<file path="src/design/tccs_pkg.sv">
package tccs_pkg;

   localparam int COLS_DEFAULT       = 80;
   localparam int MAX_ROWS_DEFAULT   = 32;
   localparam int FIFO_DEPTH_DEFAULT = 4;

   localparam int ROW_W  = 5;
   localparam int COL_W  = 7;
   localparam int BYTE_W = 8;
   localparam int CFG_W  = 6;
   localparam int ACT_W  = 2;
   localparam int CSR_IDX_W = 1;

   localparam logic [ACT_W-1:0] ACT_PUT    = 2'd0;
   localparam logic [ACT_W-1:0] ACT_CURSOR = 2'd1;
   localparam logic [ACT_W-1:0] ACT_READ   = 2'd2;

   localparam logic [BYTE_W-1:0] CHR_BS    = 8'd8;
   localparam logic [BYTE_W-1:0] CHR_TAB   = 8'd9;
   localparam logic [BYTE_W-1:0] CHR_NL    = 8'd10;
   localparam logic [BYTE_W-1:0] CHR_CR    = 8'd13;
   localparam logic [BYTE_W-1:0] CHR_SPACE = 8'd32;

   localparam logic [CSR_IDX_W-1:0] CSR_ROWS_IN_USE = 1'b0;
   localparam logic [CSR_IDX_W-1:0] CSR_ROW_OFFSET  = 1'b1;

   localparam logic [CFG_W-1:0] ROWS_RESET = 6'd25;

   typedef enum logic [2:0] {
      CMD_NOP,
      CMD_PUT,
      CMD_NEWLINE,
      CMD_TAB,
      CMD_BACKSPACE,
      CMD_CURSOR,
      CMD_READ
   } cmd_kind_type;

   typedef struct packed {
      cmd_kind_type      kind;
      logic [BYTE_W-1:0] char_code;
      logic              cursor_shown;
      logic [ROW_W-1:0]  read_row;
      logic [COL_W-1:0]  read_col;
   } cmd_type;

   typedef struct packed {
      logic              write_valid;
      logic [COL_W-1:0]  write_row;
      logic [COL_W-1:0]  write_col;
      logic [BYTE_W-1:0] write_byte;
      logic              scrolled;
      logic [ROW_W-1:0]  top_line;
      logic [ROW_W-1:0]  cursor_row_out;
      logic [COL_W-1:0]  cursor_col_out;
      logic [BYTE_W-1:0] read_byte;
   } rsp_fields_type;

   typedef enum logic [2:0] {
      ST_CLEAR,
      ST_IDLE,
      ST_EXEC,
      ST_MEM,
      ST_RESP,
      ST_SCROLL
   } back_state_type;

endpackage

</file>
<file path="src/design/tccs_fifo.sv">
module tccs_fifo import tccs_pkg::*; #(
   parameter int DEPTH = FIFO_DEPTH_DEFAULT
) (
   input  logic    clock,
   input  logic    reset,
   input  logic    push,
   input  cmd_type push_data,
   output logic    full,
   input  logic    pop,
   output cmd_type pop_data,
   output logic    empty
);

   localparam int PTR_W = (DEPTH > 1) ? $clog2(DEPTH) : 1;
   localparam int CNT_W = $clog2(DEPTH + 1);

   cmd_type          entries_ff [DEPTH];
   logic [PTR_W-1:0] wr_ptr_ff, wr_ptr_in;
   logic [PTR_W-1:0] rd_ptr_ff, rd_ptr_in;
   logic [CNT_W-1:0] count_ff, count_in;

   assign full     = (count_ff == CNT_W'(DEPTH));
   assign empty    = (count_ff == '0);
   assign pop_data = entries_ff[rd_ptr_ff];

   always_comb begin
      wr_ptr_in = wr_ptr_ff;
      rd_ptr_in = rd_ptr_ff;
      count_in  = count_ff;
      if (push) begin
         wr_ptr_in = (wr_ptr_ff == PTR_W'(DEPTH - 1)) ? '0 : wr_ptr_ff + 1'b1;
      end
      if (pop) begin
         rd_ptr_in = (rd_ptr_ff == PTR_W'(DEPTH - 1)) ? '0 : rd_ptr_ff + 1'b1;
      end
      if (push && !pop) begin
         count_in = count_ff + 1'b1;
      end else if (pop && !push) begin
         count_in = count_ff - 1'b1;
      end
   end

   always_ff @(posedge clock) begin
      if (reset) begin
         wr_ptr_ff <= '0;
         rd_ptr_ff <= '0;
         count_ff  <= '0;
      end else begin
         wr_ptr_ff <= wr_ptr_in;
         rd_ptr_ff <= rd_ptr_in;
         count_ff  <= count_in;
      end
   end

   always_ff @(posedge clock) begin
      if (push) begin
         entries_ff[wr_ptr_ff] <= push_data;
      end
   end

endmodule

</file>
<file path="config.mk">
export PLATFORM = sky130hd
export DESIGN_NAME = tccs_fifo
export DESIGN_NICKNAME = d
export VERILOG_FILES = /design/src/design/tccs_pkg.sv /design/src/design/tccs_fifo.sv
export SDC_FILE = /design/constraint.sdc
export NUM_CORES = 1
export LEC_CHECK = 0
export BUFFER_PORTS_ARGS = -buffer_cell sky130_fd_sc_hd__buf_2
export CORE_MARGIN = 2
export CORE_UTILIZATION = 50
export CTS_BUF_LIST = sky130_fd_sc_hd__clkbuf_8
export DETAILED_ROUTE_END_ITERATION = 7
export PLACE_DENSITY = 0.83
export SLEW_MARGIN = 25
export SYNTH_ARGS = -nofsm -noshare
export SYNTH_HDL_FRONTEND = slang
export SYNTH_SLANG_ARGS = --single-unit
</file>
<file path="constraint.sdc">
create_clock -name clock -period 1.7 [get_ports clock]
set_input_delay 0.34 -clock clock [delete_from_list [all_inputs] [get_ports clock]]
set_output_delay 0.34 -clock clock [all_outputs]
set_load 0.01 [all_outputs]
</file>
==> results of run 1 <==
==> power groups by stage <==
| stage | Clock (mW) | Combinational, mW | Sequential, mW |
|---|---|---|---|
| 2_1_floorplan | 0 | 0.326 | 3.04 |
| 3_3_place_gp | 0 | 0.527 | 3.05 |
| 3_5_place_dp | 0 | 0.543 | 3.06 |
| 4_1_cts | 1.31 | 0.597 | 3.00 |
| 5_1_grt | 1.39 | 0.688 | 3.01 |
| 6_report | 1.28 | 0.635 | 3.00 |
==> registers in the layout, indices dropped and copies added (netlist names), named ones only <==
name and flops:
entries_ff 96, count_ff 3, rd_ptr_ff 2, wr_ptr_ff 2
==> worst max path at each step <==
stage | depth (start not counted) | start | end | slack, ns
finish | 3 | flop | pop_data[18] | -0.27
global route | 3 | flop | pop_data[9] | -0.32
CTS | 3 | flop | pop_data[11] | -0.29
detailed placement | 8 | pop | count_ff[2] | -0.05
global placement | 8 | pop | count_ff[2] | -0.01
floorplan | 7 | pop | count_ff[2] | 0.1
==> what timing repair did <==
item	4_1_cts	5_1_grt
setup endpoints to repair	24	24
pin swaps	0	0
cloned	1	0
gates resized for setup	18	12
buffers inserted	1	0
==> layout make-up <==
type	count	area (µm²)	share of cell area
clock inverter	7	38.8	0.00816
timing repair buffer	69	594	0.125
clock buffer	9	124	0.0261
sequential	105	3070	0.645
multi-input combinational	55	786	0.165
tap	102	128	0.0269
inverter	4	15.0	0.00316
==> metrics by stage <==
step | area, µm² | TNS [ns] | worst slack, ns | hold slack [ns] | cells
after global placement | 4430 | -0.0110 | -0.0110 | 0.484 | 333
final | 4750 | -5.93 | -0.269 | 0.193 | 351
after CTS | 4680 | -6.23 | -0.288 | 0.184 | 351
after detailed placement | 4430 | -0.0534 | -0.0534 | 0.504 | 333
after floorplan | 3940 | 0 | 0.0983 | 0.409 | 170
after global routing | 4750 | -6.84 | -0.321 | 0.187 | 351
==> cells in the final DEF (no fill, tap or decap), types with 3 or more instances in the layout <==
cell and instances:
mux2i_1 4, mux4_2 24, buf_4 8, dfxtp_1 8, edfxtp_1 96, nor2_1 7, and2_1 4, clkinv_1 3
clkbuf_8 9, buf_6 21, inv_1 5, buf_2 34, ha_1 6, buf_12 5
==> per-layer routing <==
layer  up-vias  GRT usage  wire length, µm
met5         -          0                0
met4         0     0.0699              120
met1       924      0.198             2570
li1        842          -                -
met3        11     0.0358              280
met2        44      0.273             3410
==> kinds of logic after synthesis <==
group / share of synthesized area
compound gates: 0.00381
simple gates: 0.0197
buf+inv: 0.0203
flops: 0.777
xor+xnor: 0.00444
fa+ha+maj: 0.0241
mux: 0.151
==> out/results.ini, run 1 <==
[clocking]
ctsLongestPathBuffers=2
cts.sinks=105
h-tree-depth=3
cts_buffers=9
cts-root-buf=clkbuf_8
holdBufCountCts=0
path_clk_slew_ns=0.09
tritoncts=yes
clk_latency_ns=0.35

[critical_path]
end_kind=primary output
crit_family=multiplexers
start_kind=flop
worst_path_max_delay_cell=mux4_2
r2r_start=count_ff[0]
r2r_slack_ns=0.24
cp.required_ns=1.36
path_cells=buf_12 > mux4_2 > buf_6
crit_buf_inv=2
r2r_end=count_ff[2]
critPathKind=reg -> out
max_stage_delay_ns=0.51
r2r_cells=4
critPathMaxFanout=8
cp_data_arrival_time_ns=1.63

[timing]
hold_viol=0
fin_skew_ns=0.00749
slew_headroom=0.864
setup_violations=24
rsz0062_at_grt=yes
tightest_slew_ns=0.204
maxSlewViolCount=0
finalCriticalPeriod_ns=1.97
max_freq_mhz=508
setup_slack_ns=-0.269
fin_crit_sh=1.16

[pwr]
combPwrFrac=0.129
p_int_mw=3.81
power.share.sequential=0.611
ir_worst_vdd_uv=582
finalPower_mw=4.91
switching_share=0.224
p_sw_mw=1.10
clkPwrFrac=0.260
power_density_mw_per_mm2=1030
p_leak_nw=1.66

[finish]
fill_cells=570
diodes=0
area_growth_pct=20.5
layout-drive-gt1-share=0.426
fin_util=0.618
nNetsFinal=279

[synthesis]
syn_area_mm2=0.00394
yosys.cell_count.top_type=edfxtp_1
ys_seq_area_frac=0.777
synth-edff-count=96
synth-warning-count=0
synthCells=170
avgSynthCellArea_um2=23.2
synthFlopType=edfxtp_1
synth_cell_type_count=20
synth_top_area_frac=0.731
synth_common_cells=edfxtp_1, mux4_2, dfxtp_1, nor2_1, ha_1
synthArstFlopShare=0
synth-seq-cells=105
synthTopCellsByArea=edfxtp_1, mux4_2, dfxtp_1, mux4_1, ha_1
syn_nets=205
synth_area_leader_cell=edfxtp_1

[drt]
drc=0
drt_wl_total_mm=6.38
avgRoutedWirePerCell_um=18.2
ant_nets=0
via_count=1821
viasPerCell=5.19
drtPass1Iterations=4
first_iter_violations=119

[global_routing]
grt_pass1_wl_mm=10.0
grt_pass1_vias=1985
grt_remaining_overflow=0
track_usage=0.160
grt_max_degree=25
antenna_found_initial=0

[floorplanning]
ios=54
die_h_um=92.8
core_mm2=0.00769
initial_core_util=0.513
die_w_um=92.8
die_area_mm2=0.00861
num_rows=32

[worst_hold_path]
min_to=entries_ff[2][5]
holdPathStages=1
hold_start=push_data[5]
hold_path.class=in -> reg

[job]
cap_violations=0

[outcome]
violations=negative setup slack
outcome=finished, violations left

[placement]
gp_congestion=0.686
port_buffers=53
hpwl_mm=4.18

(Power assumes the default switching activity.)
==> inputs of run 2 (changes only) <==
--- a/config.mk
+++ b/config.mk
@@ -5,12 +5,13 @@
 export SDC_FILE = /design/constraint.sdc
 export NUM_CORES = 1
 export LEC_CHECK = 0
+export ABC_AREA = 1
 export BUFFER_PORTS_ARGS = -buffer_cell sky130_fd_sc_hd__buf_2
 export CORE_MARGIN = 2
 export CORE_UTILIZATION = 50
 export CTS_BUF_LIST = sky130_fd_sc_hd__clkbuf_8
 export DETAILED_ROUTE_END_ITERATION = 7
-export PLACE_DENSITY = 0.83
+export PLACE_DENSITY = 0.82
 export SLEW_MARGIN = 25
 export SYNTH_ARGS = -nofsm -noshare
 export SYNTH_HDL_FRONTEND = slang
==> out/results.ini, run 2 <==
[clocking]
ctsLongestPathBuffers=2  ; unchanged
cts_buffers=9  ; unchanged
post_cts_buffers=0  ; was 1
path_clk_slew_ns=0.09  ; about the same
cts-root-buf=clkbuf_8  ; unchanged
clk_latency_ns=0.36  ; was 0.35 ns
h-tree-depth=3  ; unchanged
cts.sinks=105  ; unchanged
holdBufCountCts=0  ; unchanged
tritoncts=yes  ; unchanged

[critical_path]
r2r_cells=5  ; was 4
max_stage_delay_ns=0.38  ; was 0.51 ns
critPathKind=reg -> out  ; unchanged
cp.required_ns=1.36  ; about the same
r2r_end=entries_ff[2][2]  ; was count_ff[2]
r2r_slack_ns=0.42  ; was 0.24 ns
critPathMaxFanout=13  ; was 8
end_kind=primary output  ; unchanged
start_kind=flop  ; unchanged
path_cells=inv_6 > buf_12 > nor2_1 > o22ai_2 > buf_2  ; was buf_12 > mux4_2 > buf_6
cp_num_cells=5  ; was 3
worst_path_max_delay_cell=dfxtp_4  ; was mux4_2
crit_buf_inv=3  ; was 2
crit_family=buffers and inverters  ; was multiplexers
cp_data_arrival_time_ns=1.42  ; was 1.63 ns
r2r_start=wr_ptr_ff[0]  ; was count_ff[0]

[finish]
layout-drive-gt1-share=0.366  ; was 0.426
largest_register_ffs=96  ; unchanged
area_growth_pct=17.7  ; was 20.5%
fill_cells=642  ; was 570
largest_register=entries_ff  ; unchanged
nNetsFinal=393  ; was 279
fin_util=0.603  ; was 0.618
layout_common_cells=edfxtp_1, buf_2, nor2_1, o21ai_1, o22ai_2  ; was edfxtp_1, buf_2, mux4_2, buf_6, clkbuf_8
diodes=0  ; unchanged
stdcell_count=468  ; was 351
regArea_mm2=0.00307  ; about the same
multiInputGateArea_um2=988  ; was 786 µm²
final_common_cell=edfxtp_1  ; unchanged
top_regs=entries_ff x96, count_ff x3  ; unchanged

[timing]
setup_violations=22  ; was 24
fin_skew_ns=0.00484  ; was 0.00749 ns
fin_crit_sh=1.04  ; was 1.16
maxSlewViolCount=0  ; unchanged
holdWs_ns=0.180  ; was 0.193 ns
slew_headroom=0.857  ; was 0.864
setup_tns_ns=-0.486  ; was -5.93 ns
hold_viol=0  ; unchanged
rsz0062_at_grt=yes  ; unchanged
finalCriticalPeriod_ns=1.76  ; was 1.97 ns
tightest_slew_ns=0.212  ; was 0.204 ns
max_freq_mhz=568  ; was 508 MHz
setup_slack_ns=-0.0620  ; was -0.269 ns

[synthesis]
syn_area_mm2=0.00418  ; was 0.00394 mm²
synth_area_leader_cell=edfxtp_1  ; unchanged
synth_top_area_frac=0.689  ; was 0.731
synthFlopType=edfxtp_1  ; unchanged
synth-edff-count=96  ; unchanged
synth_cell_type_count=22  ; was 20
synth-warning-count=0  ; unchanged
ys_seq_area_frac=0.732  ; was 0.777
syn_nets=326  ; was 205
avgSynthCellArea_um2=14.4  ; was 23.2 µm²
synth-seq-cells=105  ; unchanged
synthCells=291  ; was 170
synth_common_cells=edfxtp_1, o21ai_0, nor2_1, nor2_2, o22ai_2  ; was edfxtp_1, mux4_2, dfxtp_1, nor2_1, ha_1
synthTopCellsByArea=edfxtp_1, o22ai_2, o21ai_0, dfxtp_1, nor2_1  ; was edfxtp_1, mux4_2, dfxtp_1, mux4_1, ha_1
yosys.cell_count.top_type=edfxtp_1  ; unchanged
synthArstFlopShare=0  ; unchanged

[global_routing]
grt_remaining_overflow=0  ; unchanged
grtUsageMet2=0.317  ; was 0.273
track_usage=0.185  ; was 0.160
grt_pass1_wl_mm=12.2  ; was 10.0 mm
use_met3=0.0522  ; was 0.0358
grt_pass1_vias=2556  ; was 1,985
busiest_layer=met2  ; unchanged
antenna_found_initial=0  ; unchanged
use_met1=0.222  ; was 0.198
grt_max_degree=29  ; was 25

[drt]
ant_nets=0  ; unchanged
first_iter_violations=163  ; was 119
avgRoutedWirePerCell_um=16.3  ; was 18.2 µm
drtPass1Iterations=4  ; unchanged
drc=0  ; unchanged
viasPerCell=5.41  ; was 5.19
drt_wl_total_mm=7.63  ; was 6.38 mm
via_count=2534  ; was 1,821

[floorplanning]
die_h_um=95.5  ; was 92.8 µm
initial_core_util=0.512  ; was 0.513
num_rows=33  ; was 32
core_mm2=0.00818  ; was 0.00769 mm²
die_w_um=95.5  ; was 92.8 µm
ios=54  ; unchanged
die_area_mm2=0.00912  ; was 0.00861 mm²

[placement]
dp.cells=450  ; was 333
pre_cts_ws_ns=0.0713  ; was -0.0534 ns
gp_congestion=0.743  ; was 0.686
hpwl_mm=4.77  ; was 4.18 mm
port_buffers=53  ; unchanged

[outcome]
outcome=finished, violations left  ; unchanged
violations=negative setup slack  ; unchanged

[pwr]
ir_worst_vdd_uv=669  ; was 582 µV
power_density_mw_per_mm2=1050  ; was 1030 mW/mm²
p_leak_nw=1.83  ; was 1.66 nW

[worst_hold_path]
hold_path.class=in -> reg  ; unchanged
holdPathStages=2  ; was 1
min_to=wr_ptr_ff[0]  ; was entries_ff[2][5]
hold_start=reset  ; was push_data[5]

[job]
cap_violations=0  ; unchanged

-- run 2: cell count changes after synthesis, sizes merged, moves of 2 or more --
cell | previous run | this run
and2 | 4 | 0
buf | 5 | 13
inv | 4 | 16
mux2i | 4 | 0
mux4 | 24 | 0
nand2 | 0 | 8
nor2 | 7 | 56
nor3 | 1 | 4
nor3b | 2 | 0
o21ai | 1 | 51
o22ai | 0 | 24
-- run 2: how the worst max path moves through the flow --
stage,from,endpoint,slack (ns)
after floorplan,wr_ptr_ff[0],entries_ff[3][0],0.25
after global placement,pop,count_ff[2],0.16
after detailed placement,pop,count_ff[2],0.07
after CTS,flop,pop_data[17],-0.07
after global routing,flop,pop_data[21],-0.14
final,flop,pop_data[17],-0.06
-- run 2: layout make-up --
type / count / area share
clock inverters: 7 / 0.0142
multi-input cells: 156 / 0.201
repair buffers: 70 / 0.0963
clock buffers: 9 / 0.0251
inverters: 16 / 0.0142
flip-flops and latches: 105 / 0.623
well taps: 105 / 0.0267
-- run 2: where the power goes --
| group | internal [mW] | total (mW) | leakage, nW | switching [mW] |
|---|---|---|---|---|
| Sequential | 2.94 | 2.99 | 0.957 | 0.0480 |
| Clock | 0.681 | 1.48 | 0.101 | 0.798 |
| Combinational | 0.290 | 0.704 | 0.775 | 0.414 |
| Total | 3.91 | 5.17 | 1.83 | 1.26 |
-- run 2: routing by layer --
metal / vias up / wire length [µm]
met4: 0 / 140
met2: 54 / 3980
met5: - / 0
met1: 1266 / 3160
li1: 1200 / -
met3: 14 / 347
-- run 2: logic make-up after synthesis --
| kind of cell | Yosys count | share of synthesized area |
|---|---|---|
| flops | 105 | 0.732 |
| compound gates | 78 | 0.130 |
| simple gates | 70 | 0.0769 |
| buf+inv | 30 | 0.0359 |
| fa+ha+maj | 7 | 0.0227 |
| xor+xnor | 1 | 0.00209 |
-- run 2: repair_timing --
| item | CTS | global route |
|---|---|---|
| cloned | 2 | 0 |
| endpoints found under the setup margin | 24 | 24 |
| gates resized for setup | 33 | 8 |
| pin swaps | 0 | 0 |
-- run 2: per-stage QoR --
| stage | total power [mW] | instance area [µm²] |
|---|---|---|
| final | 5.17 | 4930 |
| after global routing | 5.39 | 4930 |
| after CTS | 5.22 | 4920 |
| after detailed placement | 3.71 | 4640 |
| after global placement | 3.68 | 4640 |
| after floorplan | 3.44 | 4180 |
==> inputs of run 3 (changes only) <==
--- a/config.mk
+++ b/config.mk
@@ -8,10 +8,11 @@
 export ABC_AREA = 1
 export BUFFER_PORTS_ARGS = -buffer_cell sky130_fd_sc_hd__buf_2
 export CORE_MARGIN = 2
-export CORE_UTILIZATION = 50
+export CORE_UTILIZATION = 31
 export CTS_BUF_LIST = sky130_fd_sc_hd__clkbuf_8
 export DETAILED_ROUTE_END_ITERATION = 7
-export PLACE_DENSITY = 0.82
+export MAX_ROUTING_LAYER = met4
+export PLACE_DENSITY = 0.59
 export SLEW_MARGIN = 25
 export SYNTH_ARGS = -nofsm -noshare
 export SYNTH_HDL_FRONTEND = slang
==> out/results.ini, run 3 (same netlist as run 2, synthesis figures left out) <==
[finish]
layout_common_cells=edfxtp_1, buf_2, nor2_1, o22ai_2, o21ai_0  ; was edfxtp_1, buf_2, nor2_1, o21ai_1, o22ai_2
diodes=0  ; unchanged
nNetsFinal=392  ; was 393
layout-drive-gt1-share=0.392  ; was 0.366
largest_register=entries_ff  ; unchanged
top_regs=entries_ff x96, count_ff x3  ; unchanged
largest_register_ffs=96  ; unchanged
area_growth_pct=23.2  ; was 17.7%
final_common_cell=edfxtp_1  ; unchanged
fill_cells=1225  ; was 642

[pwr]
p_leak_nw=1.88  ; was 1.83 nW
switching_share=0.265  ; was 0.244
p_sw_mw=1.37  ; was 1.26 mW
finalPower_mw=5.20  ; was 5.17 mW
power.share.sequential=0.575  ; was 0.578
power_density_mw_per_mm2=1010  ; was 1050 mW/mm²
ir_worst_vdd_uv=325  ; was 669 µV
combPwrFrac=0.150  ; was 0.136
p_int_mw=3.82  ; was 3.91 mW
clkPwrFrac=0.275  ; was 0.286

[drt]
viasPerCell=4.64  ; was 5.41
ant_nets=0  ; unchanged
via_count=2498  ; was 2,534
drt_wl_total_mm=8.92  ; was 7.63 mm
drc=0  ; unchanged
first_iter_violations=121  ; was 163
drtPass1Iterations=4  ; unchanged
avgRoutedWirePerCell_um=16.6  ; was 16.3 µm

[global_routing]
grt_remaining_overflow=0  ; unchanged
grt_pass1_vias=2466  ; was 2,556
track_usage=0.124  ; was 0.185
grt_max_degree=49  ; was 29
grt_pass1_wl_mm=12.8  ; was 12.2 mm
antenna_found_initial=0  ; unchanged

[worst_hold_path]
hold_path.class=in -> reg  ; unchanged
holdPathStages=2  ; unchanged

[critical_path]
critPathMaxFanout=15  ; was 13
cp_data_arrival_time_ns=1.47  ; was 1.42 ns
worst_path_max_delay_cell=dfxtp_4  ; unchanged
r2r_cells=4  ; was 5
critPathKind=reg -> out  ; unchanged
max_stage_delay_ns=0.38  ; about the same
start_kind=flop  ; unchanged
end_kind=primary output  ; unchanged
cp.required_ns=1.36  ; about the same
path_cells=inv_6 > buf_12 > o21ai_1 > o22ai_1 > buf_2  ; was inv_6 > buf_12 > nor2_1 > o22ai_2 > buf_2

[clocking]
cts.sinks=105  ; unchanged
h-tree-depth=3  ; unchanged
cts-root-buf=clkbuf_8  ; unchanged
post_cts_buffers=0  ; unchanged
ctsLongestPathBuffers=2  ; unchanged
holdBufCountCts=0  ; unchanged
cts_buffers=9  ; unchanged
clk_latency_ns=0.38  ; was 0.36 ns
tritoncts=yes  ; unchanged
path_clk_slew_ns=0.10  ; was 0.09 ns

[timing]
fin_crit_sh=1.06  ; was 1.04
setup_violations=24  ; was 22
tightest_slew_ns=0.230  ; was 0.212 ns
setup_slack_ns=-0.106  ; was -0.0620 ns
max_freq_mhz=554  ; was 568 MHz
slew_headroom=0.845  ; was 0.857
hold_viol=0  ; unchanged
fin_skew_ns=0.00980  ; was 0.00484 ns
finalCriticalPeriod_ns=1.81  ; was 1.76 ns
rsz0062_at_grt=yes  ; unchanged
maxSlewViolCount=0  ; unchanged

[outcome]
outcome=finished, violations left  ; unchanged
violations=negative setup slack  ; unchanged

[placement]
hpwl_mm=4.92  ; was 4.77 mm
gp_congestion=0.733  ; was 0.743
port_buffers=53  ; unchanged
pre_cts_ws_ns=0.0866  ; was 0.0713 ns

[floorplanning]
die_h_um=120  ; was 95.5 µm
initial_core_util=0.317  ; was 0.512
num_rows=42  ; was 33
ios=54  ; unchanged
core_mm2=0.0132  ; was 0.00818 mm²
die_w_um=120  ; was 95.5 µm
die_area_mm2=0.0144  ; was 0.00912 mm²

[job]
cap_violations=0  ; unchanged

[run 3: cell type report]
class	instances	area [µm²]	area share
Sequential cell	105	3070	0.595
Multi-Input combinational cell	156	1030	0.199
Clock buffer	9	124	0.0240
Inverter	16	70.1	0.0136
Tap cell	176	220	0.0427
Timing Repair Buffer	69	589	0.114
Clock inverter	7	53.8	0.0104
[run 3: what timing repair did]
item	in CTS	in global routing
setup endpoints to repair	24	24
gates resized for setup	14	39
pin swaps	0	1
hold endpoints to repair	0	0
gates cloned	0	6
[run 3: per-layer routing]
metal / vias up / global-route usage / wire [µm]
met5: - / - / 0
met4: 0 / 0.0581 / 144
met3: 11 / 0.0373 / 415
met2: 47 / 0.196 / 4340
met1: 1247 / 0.147 / 4030
li1: 1193 / - / -
[run 3: through the flow]
stage | hold slack (ns) | TNS, ns | cells | utilization | area (µm²)
finish | 0.158 | -1.63 | 538 | 0.391 | 5160
global route | 0.142 | -3.84 | 538 | 0.391 | 5160
CTS | 0.132 | -2.77 | 532 | 0.374 | 4940
detailed placement | 0.532 | 0 | 516 | 0.360 | 4740
global placement | 0.514 | 0 | 516 | 0.360 | 4740
floorplan | 0.412 | 0 | 291 | - | 4180
[run 3: worst max-delay path, delay by kind of cell (launching register included)]
kind	cells	cell delay [ns]
compound gates	2	0.24
buf+inv	3	0.46
flops	1	0.38
[run 3: path summary, 6_finish.rpt]
check                from               end  slack [ns]
max                  flop      pop_data[16]       -0.11
min                 reset       count_ff[0]        0.16
max reg2reg  wr_ptr_ff[0]  entries_ff[3][5]        0.43
min reg2reg  wr_ptr_ff[1]      wr_ptr_ff[1]        0.54
[run 3: power groups by stage]
| stage | clock, mW | sequential [mW] | combinational, mW |
|---|---|---|---|
| after floorplan | 0 | 3.03 | 0.401 |
| after global placement | 0 | 3.04 | 0.672 |
| after detailed placement | 0 | 3.04 | 0.687 |
| after CTS | 1.49 | 2.98 | 0.699 |
| after global routing | 1.56 | 3.00 | 0.853 |
| final | 1.43 | 2.99 | 0.778 |
