`src/design/tccs_pkg.sv`:
```
package tccs_pkg;

   localparam int COLS_DEFAULT       = 80;
   localparam int MAX_ROWS_DEFAULT   = 32;
   localparam int FIFO_DEPTH_DEFAULT = 4;

   localparam int ROW_W  = 5;
   localparam int COL_W  = 7;
   localparam int BYTE_W = 8;
   localparam int CFG_W  = 6;
   localparam int ACT_W  = 2;
   localparam int CSR_IDX_W = 1;

   localparam logic [ACT_W-1:0] ACT_PUT    = 2'd0;
   localparam logic [ACT_W-1:0] ACT_CURSOR = 2'd1;
   localparam logic [ACT_W-1:0] ACT_READ   = 2'd2;

   localparam logic [BYTE_W-1:0] CHR_BS    = 8'd8;
   localparam logic [BYTE_W-1:0] CHR_TAB   = 8'd9;
   localparam logic [BYTE_W-1:0] CHR_NL    = 8'd10;
   localparam logic [BYTE_W-1:0] CHR_CR    = 8'd13;
   localparam logic [BYTE_W-1:0] CHR_SPACE = 8'd32;

   localparam logic [CSR_IDX_W-1:0] CSR_ROWS_IN_USE = 1'b0;
   localparam logic [CSR_IDX_W-1:0] CSR_ROW_OFFSET  = 1'b1;

   localparam logic [CFG_W-1:0] ROWS_RESET = 6'd25;

   typedef enum logic [2:0] {
      CMD_NOP,
      CMD_PUT,
      CMD_NEWLINE,
      CMD_TAB,
      CMD_BACKSPACE,
      CMD_CURSOR,
      CMD_READ
   } cmd_kind_type;

   typedef struct packed {
      cmd_kind_type      kind;
      logic [BYTE_W-1:0] char_code;
      logic              cursor_shown;
      logic [ROW_W-1:0]  read_row;
      logic [COL_W-1:0]  read_col;
   } cmd_type;

   typedef struct packed {
      logic              write_valid;
      logic [COL_W-1:0]  write_row;
      logic [COL_W-1:0]  write_col;
      logic [BYTE_W-1:0] write_byte;
      logic              scrolled;
      logic [ROW_W-1:0]  top_line;
      logic [ROW_W-1:0]  cursor_row_out;
      logic [COL_W-1:0]  cursor_col_out;
      logic [BYTE_W-1:0] read_byte;
   } rsp_fields_type;

   typedef enum logic [2:0] {
      ST_CLEAR,
      ST_IDLE,
      ST_EXEC,
      ST_MEM,
      ST_RESP,
      ST_SCROLL
   } back_state_type;

endpackage

```
`src/design/tccs_if.sv`:
```
interface tccs_req_if import tccs_pkg::*; ();
   logic              valid;
   logic              ready;
   logic [ACT_W-1:0]  action;
   logic [BYTE_W-1:0] char_code;
   logic              cursor_shown;
   logic [ROW_W-1:0]  read_row;
   logic [COL_W-1:0]  read_col;

   modport source (output valid, action, char_code, cursor_shown, read_row, read_col,
                   input ready);
   modport sink   (input valid, action, char_code, cursor_shown, read_row, read_col,
                   output ready);
endinterface


```
`src/design/tccs_front.sv`:
```
module tccs_front import tccs_pkg::*; (
   tccs_req_if.sink req,
   input  logic     clearing,
   input  logic     fifo_full,
   output logic     push,
   output cmd_type  cmd
);

   assign req.ready = !fifo_full && !clearing;
   assign push      = req.valid && req.ready;

   always_comb begin
      cmd.char_code    = req.char_code;
      cmd.cursor_shown = req.cursor_shown;
      cmd.read_row     = req.read_row;
      cmd.read_col     = req.read_col;
      unique case (req.action)
         ACT_PUT: begin
            unique case (req.char_code)
               CHR_NL:  cmd.kind = CMD_NEWLINE;
               CHR_TAB: cmd.kind = CMD_TAB;
               CHR_CR:  cmd.kind = CMD_NOP;
               CHR_BS:  cmd.kind = CMD_BACKSPACE;
               default: cmd.kind = CMD_PUT;
            endcase
         end
         ACT_CURSOR: cmd.kind = CMD_CURSOR;
         ACT_READ:   cmd.kind = CMD_READ;
         default:    cmd.kind = CMD_NOP;
      endcase
   end

endmodule

```
`src/flat_wrapper.sv`:
```
// flat-port wrapper written by rule: the top's interface ports become plain ports
module tccs_front_flat import tccs_pkg::*;
  (clearing, fifo_full, push, cmd, req_valid, req_action, req_char_code, req_cursor_shown, req_read_row, req_read_col, req_ready);
  tccs_req_if req_i ();
  input  logic clearing;
  input  logic fifo_full;
  output logic push;
  output cmd_type cmd;
  input wire logic [$bits(req_i.valid)-1:0] req_valid;
  input wire logic [$bits(req_i.action)-1:0] req_action;
  input wire logic [$bits(req_i.char_code)-1:0] req_char_code;
  input wire logic [$bits(req_i.cursor_shown)-1:0] req_cursor_shown;
  input wire logic [$bits(req_i.read_row)-1:0] req_read_row;
  input wire logic [$bits(req_i.read_col)-1:0] req_read_col;
  output wire logic [$bits(req_i.ready)-1:0] req_ready;
  assign req_i.valid = req_valid;
  assign req_i.action = req_action;
  assign req_i.char_code = req_char_code;
  assign req_i.cursor_shown = req_cursor_shown;
  assign req_i.read_row = req_read_row;
  assign req_i.read_col = req_read_col;
  assign req_ready = req_i.ready;
  tccs_front u_core (.req(req_i), .clearing(clearing), .fifo_full(fifo_full), .push(push), .cmd(cmd));
endmodule
```
`config.mk`:
```
export PLATFORM = sky130hd
export DESIGN_NAME = tccs_front_flat
export DESIGN_NICKNAME = d
export VERILOG_FILES = /design/src/design/tccs_pkg.sv /design/src/design/tccs_if.sv /design/src/design/tccs_front.sv /design/src/flat_wrapper.sv
export SDC_FILE = /design/constraint.sdc
export NUM_CORES = 1
export LEC_CHECK = 0
export BUFFER_PORTS_ARGS = -buffer_cell sky130_fd_sc_hd__buf_2
export CAP_MARGIN = 20
export CORE_AREA = 10 10 47 49
export DETAILED_ROUTE_END_ITERATION = 6
export DIE_AREA = 0 0 57 59
export PLACE_DENSITY_LB_ADDON = 0.12
export SYNTH_ARGS = -nofsm -noshare
export SYNTH_HDL_FRONTEND = slang
export SYNTH_SLANG_ARGS = --single-unit
```
`constraint.sdc`:
```
create_clock -name vclk -period 1.15
set_input_delay 0.115 -clock vclk [all_inputs]
set_output_delay 0.115 -clock vclk [all_outputs]
set_load 0.03 [all_outputs]
```
==> flow_results.xml, run 1 <==
<?xml version="1.0" encoding="UTF-8"?>
<metrics>
  <group name="logic_synthesis">
    <metric name="synthesis.area" unit="um2">304</metric>
    <metric name="yosysWarnings" unit="">0</metric>
    <metric name="synth_area_per_cell" unit="um2">7.24</metric>
    <metric name="syn_inst" unit="">42</metric>
    <metric name="synth_fp_nets" unit="">70</metric>
    <metric name="synthTopCellsByCount" unit="">sky130_fd_sc_hd__buf_4, sky130_fd_sc_hd__inv_1, sky130_fd_sc_hd__nor2_1, sky130_fd_sc_hd__ha_1, sky130_fd_sc_hd__nand2b_1</metric>
    <metric name="synth_top_cell_area_share" unit="">0.519</metric>
    <metric name="yosys-top-cells-area" unit="">sky130_fd_sc_hd__buf_4, sky130_fd_sc_hd__ha_1, sky130_fd_sc_hd__o41ai_2, sky130_fd_sc_hd__nand2b_1, sky130_fd_sc_hd__inv_1</metric>
    <metric name="synth.distinct_cells" unit="">16</metric>
    <metric name="yosysTopAreaCell" unit="">sky130_fd_sc_hd__buf_4</metric>
    <metric name="yosys.cell_count.top_type" unit="">sky130_fd_sc_hd__buf_4</metric>
    <metric name="seq_total_area_yosys" unit="">0</metric>
  </group>
  <group name="place">
    <metric name="post_dp_hpwl" unit="mm">1.01</metric>
    <metric name="gp_congestion" unit="">0.571</metric>
    <metric name="numPortBuffers" unit="">26</metric>
  </group>
  <group name="pwr">
    <metric name="power.clock.fraction" unit="">0</metric>
    <metric name="p_comb_frac" unit="">1.000</metric>
    <metric name="cellLeakagePower" unit="nW">0.212</metric>
    <metric name="internal_power" unit="mW">0.0761</metric>
    <metric name="power_density" unit="nW/um2">486</metric>
    <metric name="power.switching" unit="mW">0.108</metric>
    <metric name="pwr-share-seq" unit="">0</metric>
    <metric name="vdd_ir_drop_max" unit="V">0.000119</metric>
    <metric name="power_switching_share" unit="">0.586</metric>
  </group>
  <group name="global_route">
    <metric name="grt_max_degree" unit="">6</metric>
    <metric name="track_usage" unit="">0.0545</metric>
    <metric name="grt_overflow_total" unit="">0</metric>
    <metric name="first_global_vias" unit="">313</metric>
    <metric name="antenna_found_initial" unit="">0</metric>
    <metric name="grt_first_pass_wirelength" unit="mm">1.55</metric>
  </group>
  <group name="timing">
    <metric name="rsz0062_at_grt" unit="">true</metric>
    <metric name="setup_viol" unit="">0</metric>
    <metric name="hold_viol_final" unit="">0</metric>
    <metric name="slew_viol_final" unit="">0</metric>
    <metric name="max-slew-margin-rel" unit="">0.851</metric>
    <metric name="holdWs" unit="ns">0.230</metric>
    <metric name="fmax" unit="GHz">0.887</metric>
    <metric name="worstMarginPinSlew" unit="ns">0.222</metric>
    <metric name="min_period_over_period" unit="">0.981</metric>
    <metric name="fin_crit_period" unit="ns">1.13</metric>
  </group>
  <group name="run_status">
    <metric name="run_status" unit="">finished, final reports clean</metric>
  </group>
  <group name="drt">
    <metric name="wire_length_per_cell_after_detailed_routing" unit="um">16.6</metric>
    <metric name="detail_route.iter0.violations" unit="">1</metric>
    <metric name="drt_first_pass_iters" unit="">2</metric>
    <metric name="drt-vias-per-instance" unit="">4.39</metric>
    <metric name="routed_wl" unit="mm">1.09</metric>
    <metric name="detail-route-antenna-nets" unit="">0</metric>
    <metric name="detailroute.via_count" unit="">290</metric>
    <metric name="route.detailed.drc" unit="">0</metric>
  </group>
  <group name="floorplan">
    <metric name="design.core.area" unit="um2">1400</metric>
    <metric name="fp.dieW" unit="um">57</metric>
    <metric name="fp-row-count" unit="">14</metric>
    <metric name="die-area" unit="um2">3360</metric>
    <metric name="fp.dieH" unit="um">59</metric>
    <metric name="top_level_ports" unit="">52</metric>
    <metric name="initial_core_util" unit="">0.217</metric>
  </group>
  <group name="worst_hold_path">
    <metric name="hold_class" unit="">in -&gt; out</metric>
    <metric name="min_path_cells" unit="">0</metric>
  </group>
  <group name="setup_path">
    <metric name="worst-path-max-fanout" unit="">3</metric>
    <metric name="endpoint_kind" unit="">output port</metric>
    <metric name="critPathKind" unit="">in -&gt; out</metric>
    <metric name="critPathLaunchType" unit="">input pin</metric>
    <metric name="worstPathRequired" unit="ns">1.03</metric>
    <metric name="cp.arrival" unit="ns">1.01</metric>
  </group>
  <group name="final_layout">
    <metric name="layout.clock_buffers" unit="">0</metric>
    <metric name="insertedDiodeCount" unit="">0</metric>
    <metric name="final_nets" unit="">80</metric>
    <metric name="post_route_cells_drive_above_1_share" unit="">0.700</metric>
    <metric name="footprint_of_the_multi_input_gates" unit="um2">170</metric>
    <metric name="sequential_cell_area" unit="um2">0</metric>
    <metric name="post-route-util" unit="">0.270</metric>
    <metric name="layout_fillers" unit="">160</metric>
    <metric name="flops_and_latches" unit="">0</metric>
    <metric name="synthToLayoutAreaGrowth" unit="%">24.3</metric>
  </group>
  <group name="cts">
    <metric name="post_cts_hold_buffer_count" unit="">0</metric>
    <metric name="post-cts-setup-buffer-count" unit="">0</metric>
  </group>
  <group name="job">
    <metric name="maxCapViolCount" unit="">0</metric>
  </group>
</metrics>
==> cells in the final DEF, fill, tap and decap left out, drive strengths merged <==
cell type and instances:
o41ai 1, and3b 1, nor3 2, buf 29
nand2 1, ha 2, xor2 1, o22ai 1
a31oi 1, nand2b 2, nand4 1, inv 3
a211o 1, and2 1, nor2 3
==> layout make-up <==
| type | count | share of cell area |
|---|---|---|
| inverters | 3 | 0.0298 |
| repair buffers | 29 | 0.467 |
| well taps | 16 | 0.0530 |
| multi-input cells | 18 | 0.450 |
==> what timing repair did <==
| action | 4_1_cts | 5_1_grt |
|---|---|---|
| endpoints found under the setup margin | 2 | 3 |
| gates resized for setup | 5 | 9 |
| pin swaps | 1 | 2 |
==> through the flow <==
stage	instances	worst slack (ns)	cell area (um2)	power, mW	setup TNS, ns
3_3_place_gp	66	-0.0739	330	0.166	-0.109
2_1_floorplan	42	-0.0103	315	0.198	-0.0103
4_1_cts	66	-0.0115	352	0.177	-0.0115
3_5_place_dp	66	-0.0704	330	0.165	-0.0729
5_1_grt	66	-0.0176	378	0.197	-0.0305
6_report	66	0.0222	378	0.184	0
==> power by group through the flow <==
stage / registers (mW) / clock network [mW] / logic, mW
floorplan: 0 / 0 / 0.198
global placement: 0 / 0 / 0.166
detailed placement: 0 / 0 / 0.165
CTS: 0 / 0 / 0.177
global route: 0 / 0 / 0.197
finish: 0 / 0 / 0.184
==> critical path, cell delays in order <==
cell	delay, ns
sky130_fd_sc_hd__buf_2	0.12
sky130_fd_sc_hd__inv_2	0.06
sky130_fd_sc_hd__ha_4	0.13
sky130_fd_sc_hd__nand4_1	0.15
sky130_fd_sc_hd__o41ai_4	0.23
sky130_fd_sc_hd__buf_4	0.21
==> worst paths after layout <==
check / from / endpoint
hold / removal: req_read_col[6] / cmd[6]
setup / recovery: req_action[0] / cmd[23]
==> cell families (layout without fill, tap and decap cells) <==
kind of cell             Yosys count  after routing  synth area share
AND/OR/NAND/NOR                   11             11             0.210
XOR/XNOR                           1              1            0.0288
adder cells (fa/ha/maj)            2              2            0.0823
AO/OA/AOI/OAI                      4              4             0.124
buffers and inverters             24             32             0.556
==> routing by layer <==
layer | global-route usage | part of all wire | vias to the layer above
met5 | 0 | 0 | -
met4 | 0.00671 | 0.0091 | 0
met3 | 0.0622 | 0.26 | 4
met2 | 0.0961 | 0.47 | 33
met1 | 0.0392 | 0.26 | 118
li1 | - | - | 135
Power figures use the tool's default switching activity.
==> run 2: changes to the inputs <==
--- a/config.mk
+++ b/config.mk
@@ -10,6 +10,7 @@
 export CORE_AREA = 10 10 47 49
 export DETAILED_ROUTE_END_ITERATION = 6
 export DIE_AREA = 0 0 57 59
+export GPL_TIMING_DRIVEN = 0
 export PLACE_DENSITY_LB_ADDON = 0.12
 export SYNTH_ARGS = -nofsm -noshare
 export SYNTH_HDL_FRONTEND = slang
==> run 2 against run 1 <==
Effect of this change: the flow now finishes with violations (setup timing); fmax shrank 3.5%; combinational power is 60% higher; via count up 32%; total power grew 60%; non-clock buffer count up 31; hold slack improved by 0.25 ns; core utilization up 13 points; sequential share of layout area stayed put; highest routed layer is now met3.
==> flow_results.xml, run 2 (same netlist as run 1, synthesis figures left out) <==
<?xml version="1.0" encoding="UTF-8"?>
<metrics>
  <group name="run_status">
    <metric name="run_status" unit="">complete, but fails checks</metric>
    <metric name="failed_checks" unit="">setup timing</metric>
  </group>
  <group name="setup_path">
    <metric name="endpoint_kind" unit="">output port</metric>
    <metric name="cp.arrival" unit="ns">1.05</metric>
    <metric name="critical_path_stages" unit="">6</metric>
    <metric name="delay_of_the_slowest_cell_on_the_worst_path" unit="ns">0.24</metric>
    <metric name="worst-path-max-fanout" unit="">4</metric>
    <metric name="critPathTopFamily" unit="">buffers and inverters</metric>
    <metric name="critPathLaunchType" unit="">input pin</metric>
    <metric name="path_cells" unit="">buf_2, inv_2, ha_1, nand4_1, o41ai_4, buf_4</metric>
    <metric name="worstPathRequired" unit="ns">1.03</metric>
    <metric name="critPathSlowestCell" unit="">sky130_fd_sc_hd__o41ai_4</metric>
    <metric name="critPathBufInv" unit="">3</metric>
    <metric name="critPathKind" unit="">in -&gt; out</metric>
  </group>
  <group name="global_route">
    <metric name="grt_first_pass_wirelength" unit="mm">1.80</metric>
    <metric name="grt_overflow_total" unit="">0</metric>
    <metric name="first_global_vias" unit="">446</metric>
    <metric name="antenna_found_initial" unit="">0</metric>
    <metric name="track_usage" unit="">0.0611</metric>
    <metric name="grt_max_degree" unit="">6</metric>
  </group>
  <group name="worst_hold_path">
    <metric name="hold_class" unit="">in -&gt; out</metric>
    <metric name="min_path_cells" unit="">2</metric>
  </group>
  <group name="final_layout">
    <metric name="most_common_cell_after_layout_fill_and_taps_aside" unit="">sky130_fd_sc_hd__buf_2</metric>
    <metric name="synthToLayoutAreaGrowth" unit="%">83.1</metric>
    <metric name="final_nets" unit="">111</metric>
    <metric name="final_cells" unit="">97</metric>
    <metric name="flops_and_latches" unit="">0</metric>
    <metric name="stdcell_area" unit="um2">557</metric>
    <metric name="post_route_cells_drive_above_1_share" unit="">0.778</metric>
    <metric name="insertedDiodeCount" unit="">0</metric>
    <metric name="layout.cells.most_common_list" unit="">sky130_fd_sc_hd__buf_2, sky130_fd_sc_hd__buf_4, sky130_fd_sc_hd__nor2_1</metric>
    <metric name="layout_fillers" unit="">152</metric>
    <metric name="sequential_cell_area" unit="um2">0</metric>
    <metric name="layout.clock_buffers" unit="">0</metric>
  </group>
  <group name="floorplan">
    <metric name="fp.dieW" unit="um">57</metric>
    <metric name="design.core.area" unit="um2">1400</metric>
    <metric name="top_level_ports" unit="">52</metric>
    <metric name="fp.dieH" unit="um">59</metric>
    <metric name="initial_core_util" unit="">0.217</metric>
    <metric name="fp-row-count" unit="">14</metric>
    <metric name="die-area" unit="um2">3360</metric>
  </group>
  <group name="timing">
    <metric name="slew_viol_final" unit="">0</metric>
    <metric name="max-slew-margin-rel" unit="">0.848</metric>
    <metric name="hold_viol_final" unit="">0</metric>
    <metric name="rsz0062_at_grt" unit="">true</metric>
    <metric name="min_period_over_period" unit="">1.02</metric>
    <metric name="fmax" unit="GHz">0.856</metric>
    <metric name="setup_viol" unit="">1</metric>
    <metric name="fin_crit_period" unit="ns">1.17</metric>
    <metric name="setup_slack" unit="ns">-0.0182</metric>
    <metric name="worstMarginPinSlew" unit="ns">0.227</metric>
  </group>
  <group name="drt">
    <metric name="routed_wl" unit="mm">1.15</metric>
    <metric name="drt-vias-per-instance" unit="">3.95</metric>
    <metric name="wire_length_per_cell_after_detailed_routing" unit="um">11.8</metric>
    <metric name="detail-route-antenna-nets" unit="">0</metric>
    <metric name="route.detailed.drc" unit="">0</metric>
    <metric name="detailroute.via_count" unit="">383</metric>
    <metric name="detail_route.iter0.violations" unit="">3</metric>
    <metric name="drt_first_pass_iters" unit="">2</metric>
  </group>
  <group name="pwr">
    <metric name="power_density" unit="nW/um2">528</metric>
    <metric name="vdd_ir_drop_max" unit="V">0.000195</metric>
    <metric name="cellLeakagePower" unit="nW">0.349</metric>
  </group>
  <group name="place">
    <metric name="dp_worst_setup_slack" unit="ns">-0.126</metric>
    <metric name="dp.cells" unit="">97</metric>
    <metric name="placed_cell_area" unit="um2">531</metric>
    <metric name="numPortBuffers" unit="">39</metric>
    <metric name="post_dp_hpwl" unit="mm">1.10</metric>
    <metric name="gp_congestion" unit="">0.629</metric>
  </group>
  <group name="job">
    <metric name="maxCapViolCount" unit="">0</metric>
  </group>
  <group name="cts">
    <metric name="post-cts-setup-buffer-count" unit="">0</metric>
  </group>
</metrics>
-- run 2: cell types whose count changed in the layout (fill, tap and decap cells not counted) --
| cell | delta |
|---|---|
| sky130_fd_sc_hd__ha_1 | +1 |
| sky130_fd_sc_hd__buf_4 | +19 |
| sky130_fd_sc_hd__ha_4 | -1 |
| sky130_fd_sc_hd__inv_1 | +1 |
| sky130_fd_sc_hd__nor3_1 | +1 |
| sky130_fd_sc_hd__inv_2 | -1 |
| sky130_fd_sc_hd__buf_6 | -1 |
| sky130_fd_sc_hd__buf_2 | +13 |
| sky130_fd_sc_hd__nor3_2 | -1 |
-- run 2: through the flow --
stage	total power [mW]	setup TNS, ns	util	hold WS [ns]
global placement	0.284	-0.216	0.379	0.487
CTS	0.298	-0.0386	0.396	0.486
global route	0.317	-0.134	0.397	0.489
detailed placement	0.284	-0.206	0.379	0.486
floorplan	0.198	-0.0103	-	0.342
finish	0.294	-0.0182	0.397	0.483
-- run 2: area by class of cell --
class / count / area (um2) / area share
Inverter: 3 / 11.3 / 0.0202
Timing Repair Buffer: 39 / 215 / 0.387
Tap cell: 16 / 20.0 / 0.0360
Multi-Input combinational cell: 18 / 153 / 0.274
Buffer: 21 / 158 / 0.283
-- run 2: final timing paths --
check                        start       to
setup / recovery     req_action[1]  cmd[23]
hold / removal    req_cursor_shown  cmd[12]
-- run 2: report_power, final --
group	total [mW]	internal, mW	switching (mW)
clock	0	0	0
combinational	0.294	0.126	0.168
sequential	0	0	0
-- run 2: metal layers --
| layer | wire length, um | part of all wire | vias to the layer above | global-route usage |
|---|---|---|---|---|
| met5 | 0 | 0 | - | 0 |
| met1 | 387 | 0.34 | 155 | 0.0633 |
| met2 | 533 | 0.46 | 33 | 0.102 |
| li1 | - | - | 195 | - |
| met3 | 227 | 0.20 | 0 | 0.0472 |
| met4 | 0 | 0 | 0 | 0 |
-- run 2: repair_timing --
item                                    in CTS  in global routing
endpoints found under the setup margin       3                  3
hold buffers                                 0                  0
pin swaps                                    2                  1
gates resized for setup                      7                  2
==> run 3: changes to the inputs <==
--- a/config.mk
+++ b/config.mk
@@ -7,10 +7,13 @@
 export LEC_CHECK = 0
 export BUFFER_PORTS_ARGS = -buffer_cell sky130_fd_sc_hd__buf_2
 export CAP_MARGIN = 20
-export CORE_AREA = 10 10 47 49
+export CELL_PAD_IN_SITES_DETAIL_PLACEMENT = 0
+export CELL_PAD_IN_SITES_GLOBAL_PLACEMENT = 1
+export CORE_MARGIN = 10
+export CORE_UTILIZATION = 17
 export DETAILED_ROUTE_END_ITERATION = 6
-export DIE_AREA = 0 0 57 59
 export GPL_TIMING_DRIVEN = 0
+export MAX_ROUTING_LAYER = met4
 export PLACE_DENSITY_LB_ADDON = 0.12
 export SYNTH_ARGS = -nofsm -noshare
 export SYNTH_HDL_FRONTEND = slang
==> run 3 against run 2 <==
Effect of this change: the flow now finishes without violations; final cell count rose by 9.3%; count of clock-buffer cells in the layout unchanged; routed wire length grew 3.1%; worst setup slack improved by 0.027 ns; first-iteration DRC count is 33% lower; critical path depth fell by 1; core utilization down 4.3 points; non-clock buffer count stayed put; sequential cell count stayed put; fmax increased by 2.3%; total power grew 4.1%; global-route usage down 0.27 points; largest cell class unchanged.
==> flow_results.xml, run 3 (same netlist as run 1, synthesis figures left out) <==
<?xml version="1.0" encoding="UTF-8"?>
<metrics>
  <group name="timing">
    <metric name="slew_viol_final" unit="">0</metric>
    <metric name="setup_slack" unit="ns">0.00863</metric>
    <metric name="worstMarginPinSlew" unit="ns">0.234</metric>
    <metric name="setup_viol" unit="">0</metric>
    <metric name="min_period_over_period" unit="">0.992</metric>
    <metric name="rsz0062_at_grt" unit="">true</metric>
    <metric name="hold_viol_final" unit="">0</metric>
    <metric name="fmax" unit="GHz">0.876</metric>
    <metric name="max-slew-margin-rel" unit="">0.844</metric>
    <metric name="fin_crit_period" unit="ns">1.14</metric>
    <metric name="tns" unit="ns">0</metric>
  </group>
  <group name="setup_path">
    <metric name="cp.arrival" unit="ns">1.03</metric>
    <metric name="worst-path-max-fanout" unit="">2</metric>
    <metric name="endpoint_kind" unit="">output port</metric>
    <metric name="critPathKind" unit="">in -&gt; out</metric>
    <metric name="critPathLaunchType" unit="">input pin</metric>
    <metric name="worstPathRequired" unit="ns">1.03</metric>
  </group>
  <group name="final_layout">
    <metric name="final_nets" unit="">111</metric>
    <metric name="synthToLayoutAreaGrowth" unit="%">99.2</metric>
    <metric name="most_common_cell_after_layout_fill_and_taps_aside" unit="">sky130_fd_sc_hd__buf_2</metric>
    <metric name="layout.cells.most_common_list" unit="">sky130_fd_sc_hd__buf_2, sky130_fd_sc_hd__buf_4, sky130_fd_sc_hd__buf_6</metric>
    <metric name="flops_and_latches" unit="">0</metric>
    <metric name="insertedDiodeCount" unit="">0</metric>
    <metric name="stdcell_area" unit="um2">606</metric>
    <metric name="sequential_cell_area" unit="um2">0</metric>
    <metric name="final_cells" unit="">106</metric>
    <metric name="layout.clock_buffers" unit="">0</metric>
    <metric name="post_route_cells_drive_above_1_share" unit="">0.815</metric>
  </group>
  <group name="drt">
    <metric name="maxUsedRoutingLayer" unit="">met3</metric>
    <metric name="detailroute.wirelength.met2" unit="um">614</metric>
    <metric name="drt_first_pass_iters" unit="">2</metric>
    <metric name="route.detailed.drc" unit="">0</metric>
    <metric name="wl_met3" unit="um">85</metric>
    <metric name="drt-vias-per-instance" unit="">3.62</metric>
    <metric name="met1Wirelength" unit="um">483</metric>
    <metric name="routed_wl" unit="mm">1.18</metric>
    <metric name="wire_length_per_cell_after_detailed_routing" unit="um">11.2</metric>
    <metric name="detail_route.iter0.violations" unit="">2</metric>
    <metric name="detail-route-antenna-nets" unit="">0</metric>
    <metric name="detailroute.via_count" unit="">384</metric>
  </group>
  <group name="place">
    <metric name="dp.cells" unit="">106</metric>
    <metric name="gp_congestion" unit="">0.629</metric>
    <metric name="dp_worst_setup_slack" unit="ns">-0.161</metric>
    <metric name="numPortBuffers" unit="">39</metric>
    <metric name="post_dp_hpwl" unit="mm">1.15</metric>
    <metric name="placed_cell_area" unit="um2">542</metric>
  </group>
  <group name="global_route">
    <metric name="grt_overflow_total" unit="">0</metric>
    <metric name="track_usage" unit="">0.0583</metric>
    <metric name="antenna_found_initial" unit="">0</metric>
    <metric name="grt_first_pass_wirelength" unit="mm">1.96</metric>
    <metric name="grt_max_degree" unit="">6</metric>
    <metric name="first_global_vias" unit="">465</metric>
  </group>
  <group name="floorplan">
    <metric name="top_level_ports" unit="">52</metric>
    <metric name="design.core.area" unit="um2">1710</metric>
    <metric name="fp.dieH" unit="um">62.3</metric>
    <metric name="initial_core_util" unit="">0.178</metric>
    <metric name="die-area" unit="um2">3880</metric>
    <metric name="fp.dieW" unit="um">62.3</metric>
    <metric name="fp-row-count" unit="">15</metric>
  </group>
  <group name="pwr">
    <metric name="post-layout-total-power" unit="mW">0.306</metric>
    <metric name="vdd_ir_drop_max" unit="V">0.000161</metric>
    <metric name="cellLeakagePower" unit="nW">0.355</metric>
    <metric name="power_density" unit="nW/um2">505</metric>
  </group>
  <group name="job">
    <metric name="maxCapViolCount" unit="">0</metric>
  </group>
  <group name="cts">
    <metric name="post_cts_hold_buffer_count" unit="">0</metric>
    <metric name="post-cts-setup-buffer-count" unit="">0</metric>
  </group>
  <group name="worst_hold_path">
    <metric name="hold_class" unit="">in -&gt; out</metric>
  </group>
  <group name="run_status">
    <metric name="run_status" unit="">finished, final reports clean</metric>
  </group>
</metrics>
[run 3: cell count changes in the layout (fill, tap and decap cells not counted)]
cell,delta
sky130_fd_sc_hd__inv_2,+1
sky130_fd_sc_hd__ha_1,-1
sky130_fd_sc_hd__inv_1,-1
sky130_fd_sc_hd__buf_8,+1
sky130_fd_sc_hd__ha_4,+1
sky130_fd_sc_hd__buf_4,-1
sky130_fd_sc_hd__buf_6,+2
sky130_fd_sc_hd__buf_2,-2
sky130_fd_sc_hd__nor3_1,-1
sky130_fd_sc_hd__nor3_2,+1
[run 3: power breakdown]
part	internal, mW	switching [mW]	total (mW)
Combinational	0.135	0.171	0.306
Clock	0	0	0
Sequential	0	0	0
[run 3: final timing paths]
kind                      end  depth (start not counted)             start  slack, ns
worst max-delay path  cmd[23]                          5  req_char_code[5]      0.009
worst min-delay path   cmd[4]                          2   req_read_col[4]       0.48
[run 3: repair_timing]
action	in CTS	in global routing
resized for setup	14	2
endpoints found under the setup margin	3	3
pin swaps	2	1
[run 3: layout make-up]
cell class / instances / area [um2]
Multi-Input combinational cell: 18 / 170
Timing Repair Buffer: 39 / 235
Inverter: 3 / 11.3
Buffer: 21 / 158
Tap cell: 25 / 31.3
Fill cell: 193 / 1100
[run 3: stage by stage]
step	utilization	hold slack, ns
after detailed placement	0.317	0.486
final	0.355	0.483
after global routing	0.355	0.487
after floorplan	-	0.342
after CTS	0.349	0.486
after global placement	0.317	0.487
[run 3: layer usage]
metal | up-vias | GRT usage
li1 | 196 | -
met1 | 159 | 0.0653
met2 | 29 | 0.112
met3 | 0 | 0.00896
met4 | 0 | 0
met5 | - | -
[run 3: critical path, cell delays in order]
cell,delay [ns]
sky130_fd_sc_hd__buf_8,0.10
sky130_fd_sc_hd__nor3_4,0.17
sky130_fd_sc_hd__nand4_1,0.19
sky130_fd_sc_hd__o41ai_4,0.24
sky130_fd_sc_hd__buf_4,0.21
